### src/design/swma_pkg.sv
package swma_pkg;

    // Parameter defaults
    localparam int WINDOW_MAX_DEF    = 1024;
    localparam int SAMPLE_BITS_DEF   = 16;
    localparam int FRACTION_BITS_DEF = 8;

    // Fixed field widths
    localparam int LEN_BITS       = 11;
    localparam int SUM_OUT_BITS   = 26;
    localparam int AVG_OUT_BITS   = 24;
    localparam int OUT_TDATA_BITS = ((SUM_OUT_BITS + AVG_OUT_BITS + 7) / 8) * 8;

    localparam logic [LEN_BITS-1:0] LEN_RESET = LEN_BITS'(1);

    // End-of-sequence status passed between stages
    typedef struct packed {
        logic valid;
        logic too_short;
    } swma_done_t;

endpackage

### src/design/swma_divider.sv
module swma_divider #(
    parameter int FRACTION_BITS = swma_pkg::FRACTION_BITS_DEF,
    parameter int KW            = 11,
    parameter int SW            = 27
) (
    input  logic                                  clk,
    input  logic                                  rst_n,
    input  swma_pkg::swma_done_t                  start,
    input  logic signed [SW-1:0]                  dividend,
    input  logic [KW-1:0]                         divisor,
    input  logic                                  ack,
    output swma_pkg::swma_done_t                  res,
    output logic [swma_pkg::SUM_OUT_BITS-1:0]     sum_out,
    output logic [swma_pkg::AVG_OUT_BITS-1:0]     avg_out
);
    import swma_pkg::*;

    localparam int DW    = SW + FRACTION_BITS;
    localparam int QW    = DW + 1;
    localparam int CNT_W = $clog2(DW + 1);
    localparam int ACW   = ((QW > AVG_OUT_BITS) ? QW : AVG_OUT_BITS) + 1;
    localparam int SCW   = ((SW > SUM_OUT_BITS) ? SW : SUM_OUT_BITS) + 1;

    localparam logic signed [ACW-1:0] AVG_HI = ACW'(2 ** (AVG_OUT_BITS - 1) - 1);
    localparam logic signed [ACW-1:0] AVG_LO = -AVG_HI - ACW'(1);
    localparam logic signed [SCW-1:0] SUM_HI = SCW'(2 ** (SUM_OUT_BITS - 1) - 1);
    localparam logic signed [SCW-1:0] SUM_LO = -SUM_HI - SCW'(1);

    typedef enum logic [3:0] {
        DV_IDLE = 4'b0001,
        DV_RUN  = 4'b0010,
        DV_FIX  = 4'b0100,
        DV_DONE = 4'b1000
    } dv_state_t;

    dv_state_t state_reg, state_next;

    logic [CNT_W-1:0]         cnt_reg;
    logic [DW-1:0]            quo_reg;
    logic [KW-1:0]            rem_reg;
    logic [KW-1:0]            div_reg;
    logic                     neg_reg;
    logic                     short_reg;
    logic signed [SW-1:0]     sum_reg;
    logic [SUM_OUT_BITS-1:0]  sum_out_reg;
    logic [AVG_OUT_BITS-1:0]  avg_out_reg;

    logic [SW-1:0]            mag;
    logic [KW:0]              shifted;
    logic                     fits;
    logic signed [QW-1:0]     q_s;
    logic signed [ACW-1:0]    q_ext;
    logic signed [SCW-1:0]    s_ext;

    assign mag     = dividend[SW-1] ? SW'(-dividend) : SW'(dividend);
    assign shifted = {rem_reg, quo_reg[DW-1]};
    assign fits    = (shifted >= {1'b0, div_reg});
    assign q_s     = neg_reg ? -$signed({1'b0, quo_reg}) : $signed({1'b0, quo_reg});
    assign q_ext   = ACW'(q_s);
    assign s_ext   = SCW'(sum_reg);

    always_comb
    begin
        state_next = state_reg;
        case (state_reg)
            DV_IDLE:
            begin
                if (start.valid)
                    state_next = start.too_short ? DV_DONE : DV_RUN;
            end
            DV_RUN:
            begin
                if (cnt_reg == CNT_W'(1))
                    state_next = DV_FIX;
            end
            DV_FIX:  state_next = DV_DONE;
            DV_DONE:
            begin
                if (ack)
                    state_next = DV_IDLE;
            end
            default: state_next = DV_IDLE;
        endcase
    end

    always_ff @(posedge clk or negedge rst_n)
    begin
        if (!rst_n)
            state_reg <= DV_IDLE;
        else
            state_reg <= state_next;
    end

    always_ff @(posedge clk)
    begin
        case (state_reg)
            DV_IDLE:
            begin
                if (start.valid)
                begin
                    short_reg   <= start.too_short;
                    neg_reg     <= dividend[SW-1];
                    sum_reg     <= dividend;
                    quo_reg     <= DW'(mag) << FRACTION_BITS;
                    rem_reg     <= '0;
                    div_reg     <= divisor;
                    cnt_reg     <= CNT_W'(DW);
                    sum_out_reg <= '0;
                    avg_out_reg <= '0;
                end
            end
            DV_RUN:
            begin
                // One quotient bit per cycle, restoring
                rem_reg <= fits ? KW'(shifted - {1'b0, div_reg}) : shifted[KW-1:0];
                quo_reg <= {quo_reg[DW-2:0], fits};
                cnt_reg <= cnt_reg - CNT_W'(1);
            end
            DV_FIX:
            begin
                if (q_ext > AVG_HI)
                    avg_out_reg <= AVG_HI[AVG_OUT_BITS-1:0];
                else if (q_ext < AVG_LO)
                    avg_out_reg <= AVG_LO[AVG_OUT_BITS-1:0];
                else
                    avg_out_reg <= q_ext[AVG_OUT_BITS-1:0];

                if (s_ext > SUM_HI)
                    sum_out_reg <= SUM_HI[SUM_OUT_BITS-1:0];
                else if (s_ext < SUM_LO)
                    sum_out_reg <= SUM_LO[SUM_OUT_BITS-1:0];
                else
                    sum_out_reg <= s_ext[SUM_OUT_BITS-1:0];
            end
            default:
            begin
            end
        endcase
    end

    assign res.valid     = (state_reg == DV_DONE);
    assign res.too_short = short_reg;
    assign sum_out       = sum_out_reg;
    assign avg_out       = avg_out_reg;

endmodule

### config.mk
export PLATFORM = sky130hd
export DESIGN_NAME = swma_divider
export DESIGN_NICKNAME = d
export VERILOG_FILES = /design/src/design/swma_pkg.sv /design/src/design/swma_divider.sv
export SDC_FILE = /design/constraint.sdc
export NUM_CORES = 1
export LEC_CHECK = 0
export BUFFER_PORTS_ARGS = -buffer_cell sky130_fd_sc_hd__buf_2
export CAP_MARGIN = 20
export CORE_MARGIN = 2
export CORE_UTILIZATION = 50
export CTS_CLUSTER_SIZE = 12
export DETAILED_ROUTE_END_ITERATION = 6
export PLACE_DENSITY = 0.7
export SETUP_SLACK_MARGIN = 0.3
export SLEW_MARGIN = 10
export SYNTH_ARGS = -nofsm -noshare
export SYNTH_HDL_FRONTEND = slang
export SYNTH_SLANG_ARGS = --single-unit
### constraint.sdc
create_clock -name clk -period 4.1 [get_ports clk]
set_input_delay 0.41 -clock clk [delete_from_list [all_inputs] [get_ports clk]]
set_output_delay 0.41 -clock clk [all_outputs]
set_load 0.01 [all_outputs]
### Yosys cells after proc, flatten, opt, wreduce, memory -nomap -nowiden

Cells that the tools add are included.

| operators by class | value |
|---|---|
| magnitude comparators | 5 |
| reduce and logical (&&, ||, !) cells | 6 |
| add/subtract/negate cells | 4 |
| muxes and demuxes | 22 |
| equal/unequal tests | 8 |

Operators with widths:

| kind | count |
|---|---|
| 26-bit 2-to-1 mux | 3 |
| 24-bit 2-to-1 mux | 3 |
| 35-bit one-hot mux with 2 select lines | 1 |
| 26-bit one-hot mux with 2 select lines | 1 |
| 24-bit one-hot mux with 2 select lines | 1 |
| 36-bit by 24-bit > comparator with 1-bit output (second input constant) | 1 |
| 36-bit by 24-bit less-than comparator with 1-bit output (second input constant) | 1 |
| 36-bit 2-to-1 mux | 1 |
| 35-bit negator with 36-bit output | 1 |
| 35-bit 2-to-1 mux | 1 |
| 27-bit by 26-bit > comparator with 1-bit output (second input constant) | 1 |
| 27-bit by 26-bit less-than comparator with 1-bit output (second input constant) | 1 |
| 27-bit 2-to-1 mux | 1 |
| 27-bit negator | 1 |
| 11-bit 2-to-1 mux | 2 |
| 11-bit one-hot mux with 2 select lines | 1 |
| 4-bit 2-to-1 mux | 4 |
| 4-bit one-hot mux with 4 select lines | 1 |
| 12-bit by 11-bit >= comparator with 1-bit output | 1 |
| 6-bit one-hot mux with 2 select lines | 1 |
| 11-bit subtractor | 1 |
| 6-bit by 1-bit == test with 1-bit output (second input constant) | 1 |
| 6-bit 2-to-1 mux | 1 |
| 2-bit != test (second input constant) | 3 |
| 8 further kinds | 11 |

| storage, ports and cells | value |
|---|---|
| output and inout bits | 52 |
| word-level logic and storage cells | 55 |
| register bits | 146 |
| input bits | 43 |

### Logic depth before layout (Yosys ltp)

| depth | value |
|---|---|
| depth in word-level cells | 6 |
| gate-level depth with buffers | 11 |
| gate-level depth less buffers | 10 |

### Worst setup path after synthesis

No wires, ideal clock.

| timing | value |
|---|---|
| path type | flip-flop to flip-flop |
| start point | reg state_reg[3] |
| end point | reg cnt_reg[0], enable pin |
| required time | 3.689 ns |
| cell stages (with the launch flop) | 5 |
| setup slack | 1.077 ns |
| setup time | 0.411 ns |
| clock period less this slack | 3.023 ns |
| buffers on the path | 2 |
| data arrival time | 2.612 ns |
| cells stage by stage | dfrtp_1 or4b_2 clkbuf_1 buf_1 nand2_1 |

| between the ends | value |
|---|---|
| word-level cells in the longest chain between the ends | 3 |
| elaborated cells on any way between the ends | 5 |
| classes of those cells | eq/ne (3); reduce/logical (2) |

RTL lines:

| element | RTL line | RTL |
|---|---|---|
| from (decl) | swma_divider.sv:36 | `dv_state_t state_reg, state_next;` |
| from (signal assigned) | swma_divider.sv:91 | `state_reg <= state_next;` |
| 4-bit by 1-bit == test with 1-bit output / 4-bit by 2-bit == test with 1-bit output (equally long branches) | swma_divider.sv:96 | `case (state_reg)` |
| 2-bit != test (no source line) / 2-bit nonzero test (equally long branches) | - |  |
| 2-bit AND reduction (no source line) (*) | - |  |
| to (signal assigned) | swma_divider.sv:107 | `cnt_reg <= CNT_W'(DW);` |
| to (signal assigned) | swma_divider.sv:117 | `cnt_reg <= cnt_reg - CNT_W'(1);` |
| to (decl) | swma_divider.sv:38 | `logic [CNT_W-1:0] cnt_reg;` |

Every way passes the cells marked *; elsewhere a longest branch is shown, timed or not.
A chain may end at the register's enable or synchronous reset.

### Final worst setup path

| timing | value |
|---|---|
| start point | reg quo_reg[24] |
| end point | reg avg_out_reg[7] (netlist: avg_out[7]), data pin |

| between the ends | value |
|---|---|
| word-level cells in the longest chain between the ends | 6 |
| elaborated cells on any way between the ends | 7 |
| classes of those cells | add/sub (1); order compare (2); mux (4) |

RTL lines:

| element | RTL line | RTL |
|---|---|---|
| from (decl) | swma_divider.sv:39 | `logic [DW-1:0] quo_reg;` |
| from (signal assigned) | swma_divider.sv:104 | `quo_reg <= DW'(mag) << FRACTION_BITS;` |
| from (signal assigned) | swma_divider.sv:116 | `quo_reg <= {quo_reg[DW-2:0], fits};` |
| 35-bit negator with 36-bit output | swma_divider.sv:58 | `assign q_s = neg_reg ? -$signed({1'b0, quo_reg}) : $signed({1'b0, quo_reg});` |
| 36-bit 2-to-1 mux (*) | swma_divider.sv:58 |  |
| 36-bit by 24-bit less-than comparator with 1-bit output | swma_divider.sv:123 | `else if (q_ext < AVG_LO)` |
| 24-bit 2-to-1 mux | swma_divider.sv:123 |  |
| 24-bit 2-to-1 mux (*) | swma_divider.sv:121 | `if (q_ext > AVG_HI)` |
| 24-bit one-hot mux with 2 select lines (*) | swma_divider.sv:96 |  |
| to (signal assigned) | swma_divider.sv:122 | `avg_out_reg <= AVG_HI[AVG_OUT_BITS-1:0];` |
| to (signal assigned) | swma_divider.sv:124 | `avg_out_reg <= AVG_LO[AVG_OUT_BITS-1:0];` |
| to (signal assigned) | swma_divider.sv:126 | `avg_out_reg <= q_ext[AVG_OUT_BITS-1:0];` |
| to (decl) | swma_divider.sv:46 | `logic [AVG_OUT_BITS-1:0] avg_out_reg;` |

Marks and branches as above.

==> results.tsv <==
stage	metric	value	unit
grt	GRT Residual Overflow	0	
synthesis	synth unique cells	64	
synthesis	XOR/XNOR Fraction of Synth Area	7.307	%
floorplan	Initial Util	51.56	%
power	Switching Fraction	34.86	%
detailed_routing	Wirelength per Cell	16.55	µm
cells_and_area	most frequent cells in the layout	edfxtp_1 (141), buf_2 (94), nor2_1 (86)	
detailed_routing	first-pass detailed-route iteration total	5	
job	Max-Cap Viols	0	
synthesis	adder-cell share of the synthesized area	2.751	%
cells_and_area	commonest non-fill, non-tap cell in the layout	edfxtp_1	
timing	Final setup viols	0	
detailed_routing	DR DRC count	0	
worst_setup_path	Crit path required time	4.22	ns
floorplan	die width	126.9	µm
clocking	postcts setup bufs	0	
clocking	Num Clock Sinks	145	
power	P per Cell Area	648.2	nW/µm²
clocking	clock latency on the worst-skew pair	0.42	ns
detailed_routing	DR vias/cell	5.728	
power	Pleak	3.409	nW
timing	skew final	0.005881	ns
synthesis	Yosys warnings	0	
worst_setup_path	critical path class	register to register	
grt	M2 GR Usage	33.81	%
placed_design	Cells after DPL	917	
placed_design	DP Area	8234	µm²
power	share of total power in sequential cells	43.3	%
clocking	Clock Tree Root	clkbuf_16	
detailed_routing	drt initial violations	392	
synthesis	Seq/Total Area, Yosys	57.42	%
worst_setup_path	Worst Reg-to-Reg Cells	8	
floorplan	die area	16100	µm²
clocking	# H-tree levels	4	
synthesis	number of synthesized flops with an enable pin	141	
grt	GRT busiest layer	met2	
power	Int Pwr	3.735	mW
synthesis	cells after synthesis	658	
worst_setup_path	crit end category	register	
grt	GRT Resource Usage Total	20.17	%
placed_design	gpl congestion	0.8573	
power	Clk network pwr share	27.2	%
min_path	Hold Crit Class	input pin to register	
synthesis	syn_nets	717	
detailed_routing	post-route ant nets	0	
timing	WHS	0.1611	ns
detailed_routing	Vias	5442	
timing	RSZ-0062 raised after global routing	no	
grt	initial antenna violation count	0	
timing	final setup TNS	0	ns
timing	fin. max-slew vios	0	
timing	post-route minimum period	3.408	ns
worst_setup_path	crit path launch type	register	
grt	first-pass GRT wire length	25.81	mm
run_status	outcome	finished clean	
clocking	Longest Clk Path Bufs	2	
timing	Period Utilization, post-route	83.13	%
floorplan	I/O Pins	95	
placed_design	Port Buffers	94	
timing	Least-Margin Pin Slew	0.8031	ns
synthesis	top_reg_cell synth	edfxtp_1	
grt	met1 Use GR	25.96	%
cells_and_area	Layout area overhead	17.15	%
min_path	Hold Crit Depth	1	
synthesis	synthesized cell area	7551	µm²
detailed_routing	Post-Route WL	15.72	mm
cells_and_area	share of layout cells above drive strength 1	21.15	%
grt	GR Layer Usage met3	3.585	%
cells_and_area	Final Instance Area	8846	µm²
worst_setup_path	worst-path fanout max	23	
cells_and_area	Ant. Diodes	0	
synthesis	synthesized flop and latch total	145	
clocking	CTS tree	done	
cells_and_area	Largest register FFs	35	
clocking	Num CTS Buffers	17	
grt	largest net degree at the start of global routing	54	
synthesis	mux cell area share after synthesis	1.607	%
power	Combinational Power Share	29.5	%
synthesis	Synth Area in Compound Gates	12.21	%
synthesis	Synth Area in Simple Gates	15.56	%
synthesis	async set-or-reset flop fraction in the synthesized netlist	2.759	%
floorplan	row count	44	
timing	maximum clock frequency	0.2934	GHz
clocking	Post-CTS Resized	0	
floorplan	Core Region	14640	µm²
power	Max VDD drop	329.5	µV
power	Psw	1.999	mW
placed_design	DPL Wire Length	10.93	mm
cells_and_area	Nets	812	
synthesis	largest family of logic cells by synthesized area	simple AND/OR/NAND/NOR gates	
floorplan	Die Ht	126.9	µm
worst_setup_path	crit path DAT	3.53	ns
timing	max_slew headroom	45.96	%
cells_and_area	post-route insts no fill	950	
synthesis	synthesized area per cell	11.48	µm²
cells_and_area	Finished Core Util	60.41	%
cells_and_area	FILL cells	1187	
grt	vias in the first global route	5280	
clocking	CTS Hold Bufs	1	
clocking	clock slew at reported path FFs	0.06	ns
timing	Hold Fails Final Rpt	0	
## worst max-delay path, cell delays in order, from the launching register on
cell and delay, ns:
edfxtp_1 0.45, nor4_1 0.73, nand4b_1 0.26, o41ai_2 0.40, xor2_1 0.25, nand4_1 0.18
o41ai_4 0.39, buf_4 0.31, a22oi_1 0.12
## power groups by stage
stage	combinational, mW	sequential (mW)	clock, mW
3_3_place_gp	1.66	2.49	0
2_1_floorplan	1.15	2.50	0
3_5_place_dp	1.68	2.51	0
5_1_grt	1.89	2.53	1.64
4_1_cts	1.70	2.48	1.58
6_report	1.69	2.48	1.56
## logic make-up (layout without fill, tap and decap cells)
| group | count (synthesis) | count (layout) |
|---|---|---|
| AOI/OAI and AO/OA | 130 | 130 |
| and+or+nand+nor | 234 | 234 |
| adders and majority gates | 16 | 16 |
| DFF | 145 | 145 |
| buffers and inverters | 58 | 166 |
| muxes | 12 | 12 |
| xor gates and xnor gates | 63 | 63 |
## metal layers
layer  up-vias  routed length (µm)
met5         -                   0
met4         0                 331
met3        28                 621
met2       146                7905
met1      2629                6866
li1       2639                   -
## Yosys cell counts (8+ instances only)
master / number / area (µm²)
xnor2_1: 16 / 140.1
or3_1: 8 / 50.05
o31ai_1: 16 / 120.1
nor4_1: 8 / 50.05
inv_1: 27 / 101.4
mux2i_1: 11 / 110.1
ha_1: 15 / 187.7
edfxtp_1: 141 / 4234
a21oi_1: 14 / 70.07
xor2_1: 47 / 411.6
clkbuf_1: 26 / 97.59
o41ai_1: 8 / 70.07
nor3_1: 14 / 70.07
nand3_1: 11 / 55.05
o21ai_0: 35 / 175.2
nand2_1: 54 / 202.7
a22oi_1: 22 / 165.2
nor2_1: 86 / 322.8
## stage by stage
stage | setup slack, ns | total power [mW]
6_report | 0.6918 | 5.734
5_1_grt | 0.4707 | 6.060
4_1_cts | 0.7429 | 5.766
3_5_place_dp | 0.7883 | 4.195
3_3_place_gp | 0.9135 | 4.144
2_1_floorplan | 1.077 | 3.658
## final timing paths
| path | startpoint | end | slack [ns] |
|---|---|---|---|
| worst max register to register | quo_reg[24] | avg_out[7] | 0.69 |
| worst min-delay path | divisor[7] | div_reg[7] | 0.16 |
| worst min register to register | sum_reg[6] | sum_out[6] | 0.54 |
| worst max-delay path | quo_reg[24] | avg_out[7] | 0.69 |
| max in group asynchronous | rst_n | state_reg[0] | 3.57 |
| min in group asynchronous | rst_n | state_reg[3] | 0.33 |
## area by class of cell
type                    instances  area, µm²  share of cell area [%]
clock buffers                  17      425.4                   4.809
clock inverters                15      171.4                   1.938
inverters                      27      101.3                   1.146
multi-input cells             455       2999                   33.90
flip-flops and latches        145       4335                   49.01
well taps                     184      230.2                   2.603
repair buffers                107      583.1                   6.591
(Power assumes the default switching activity.)
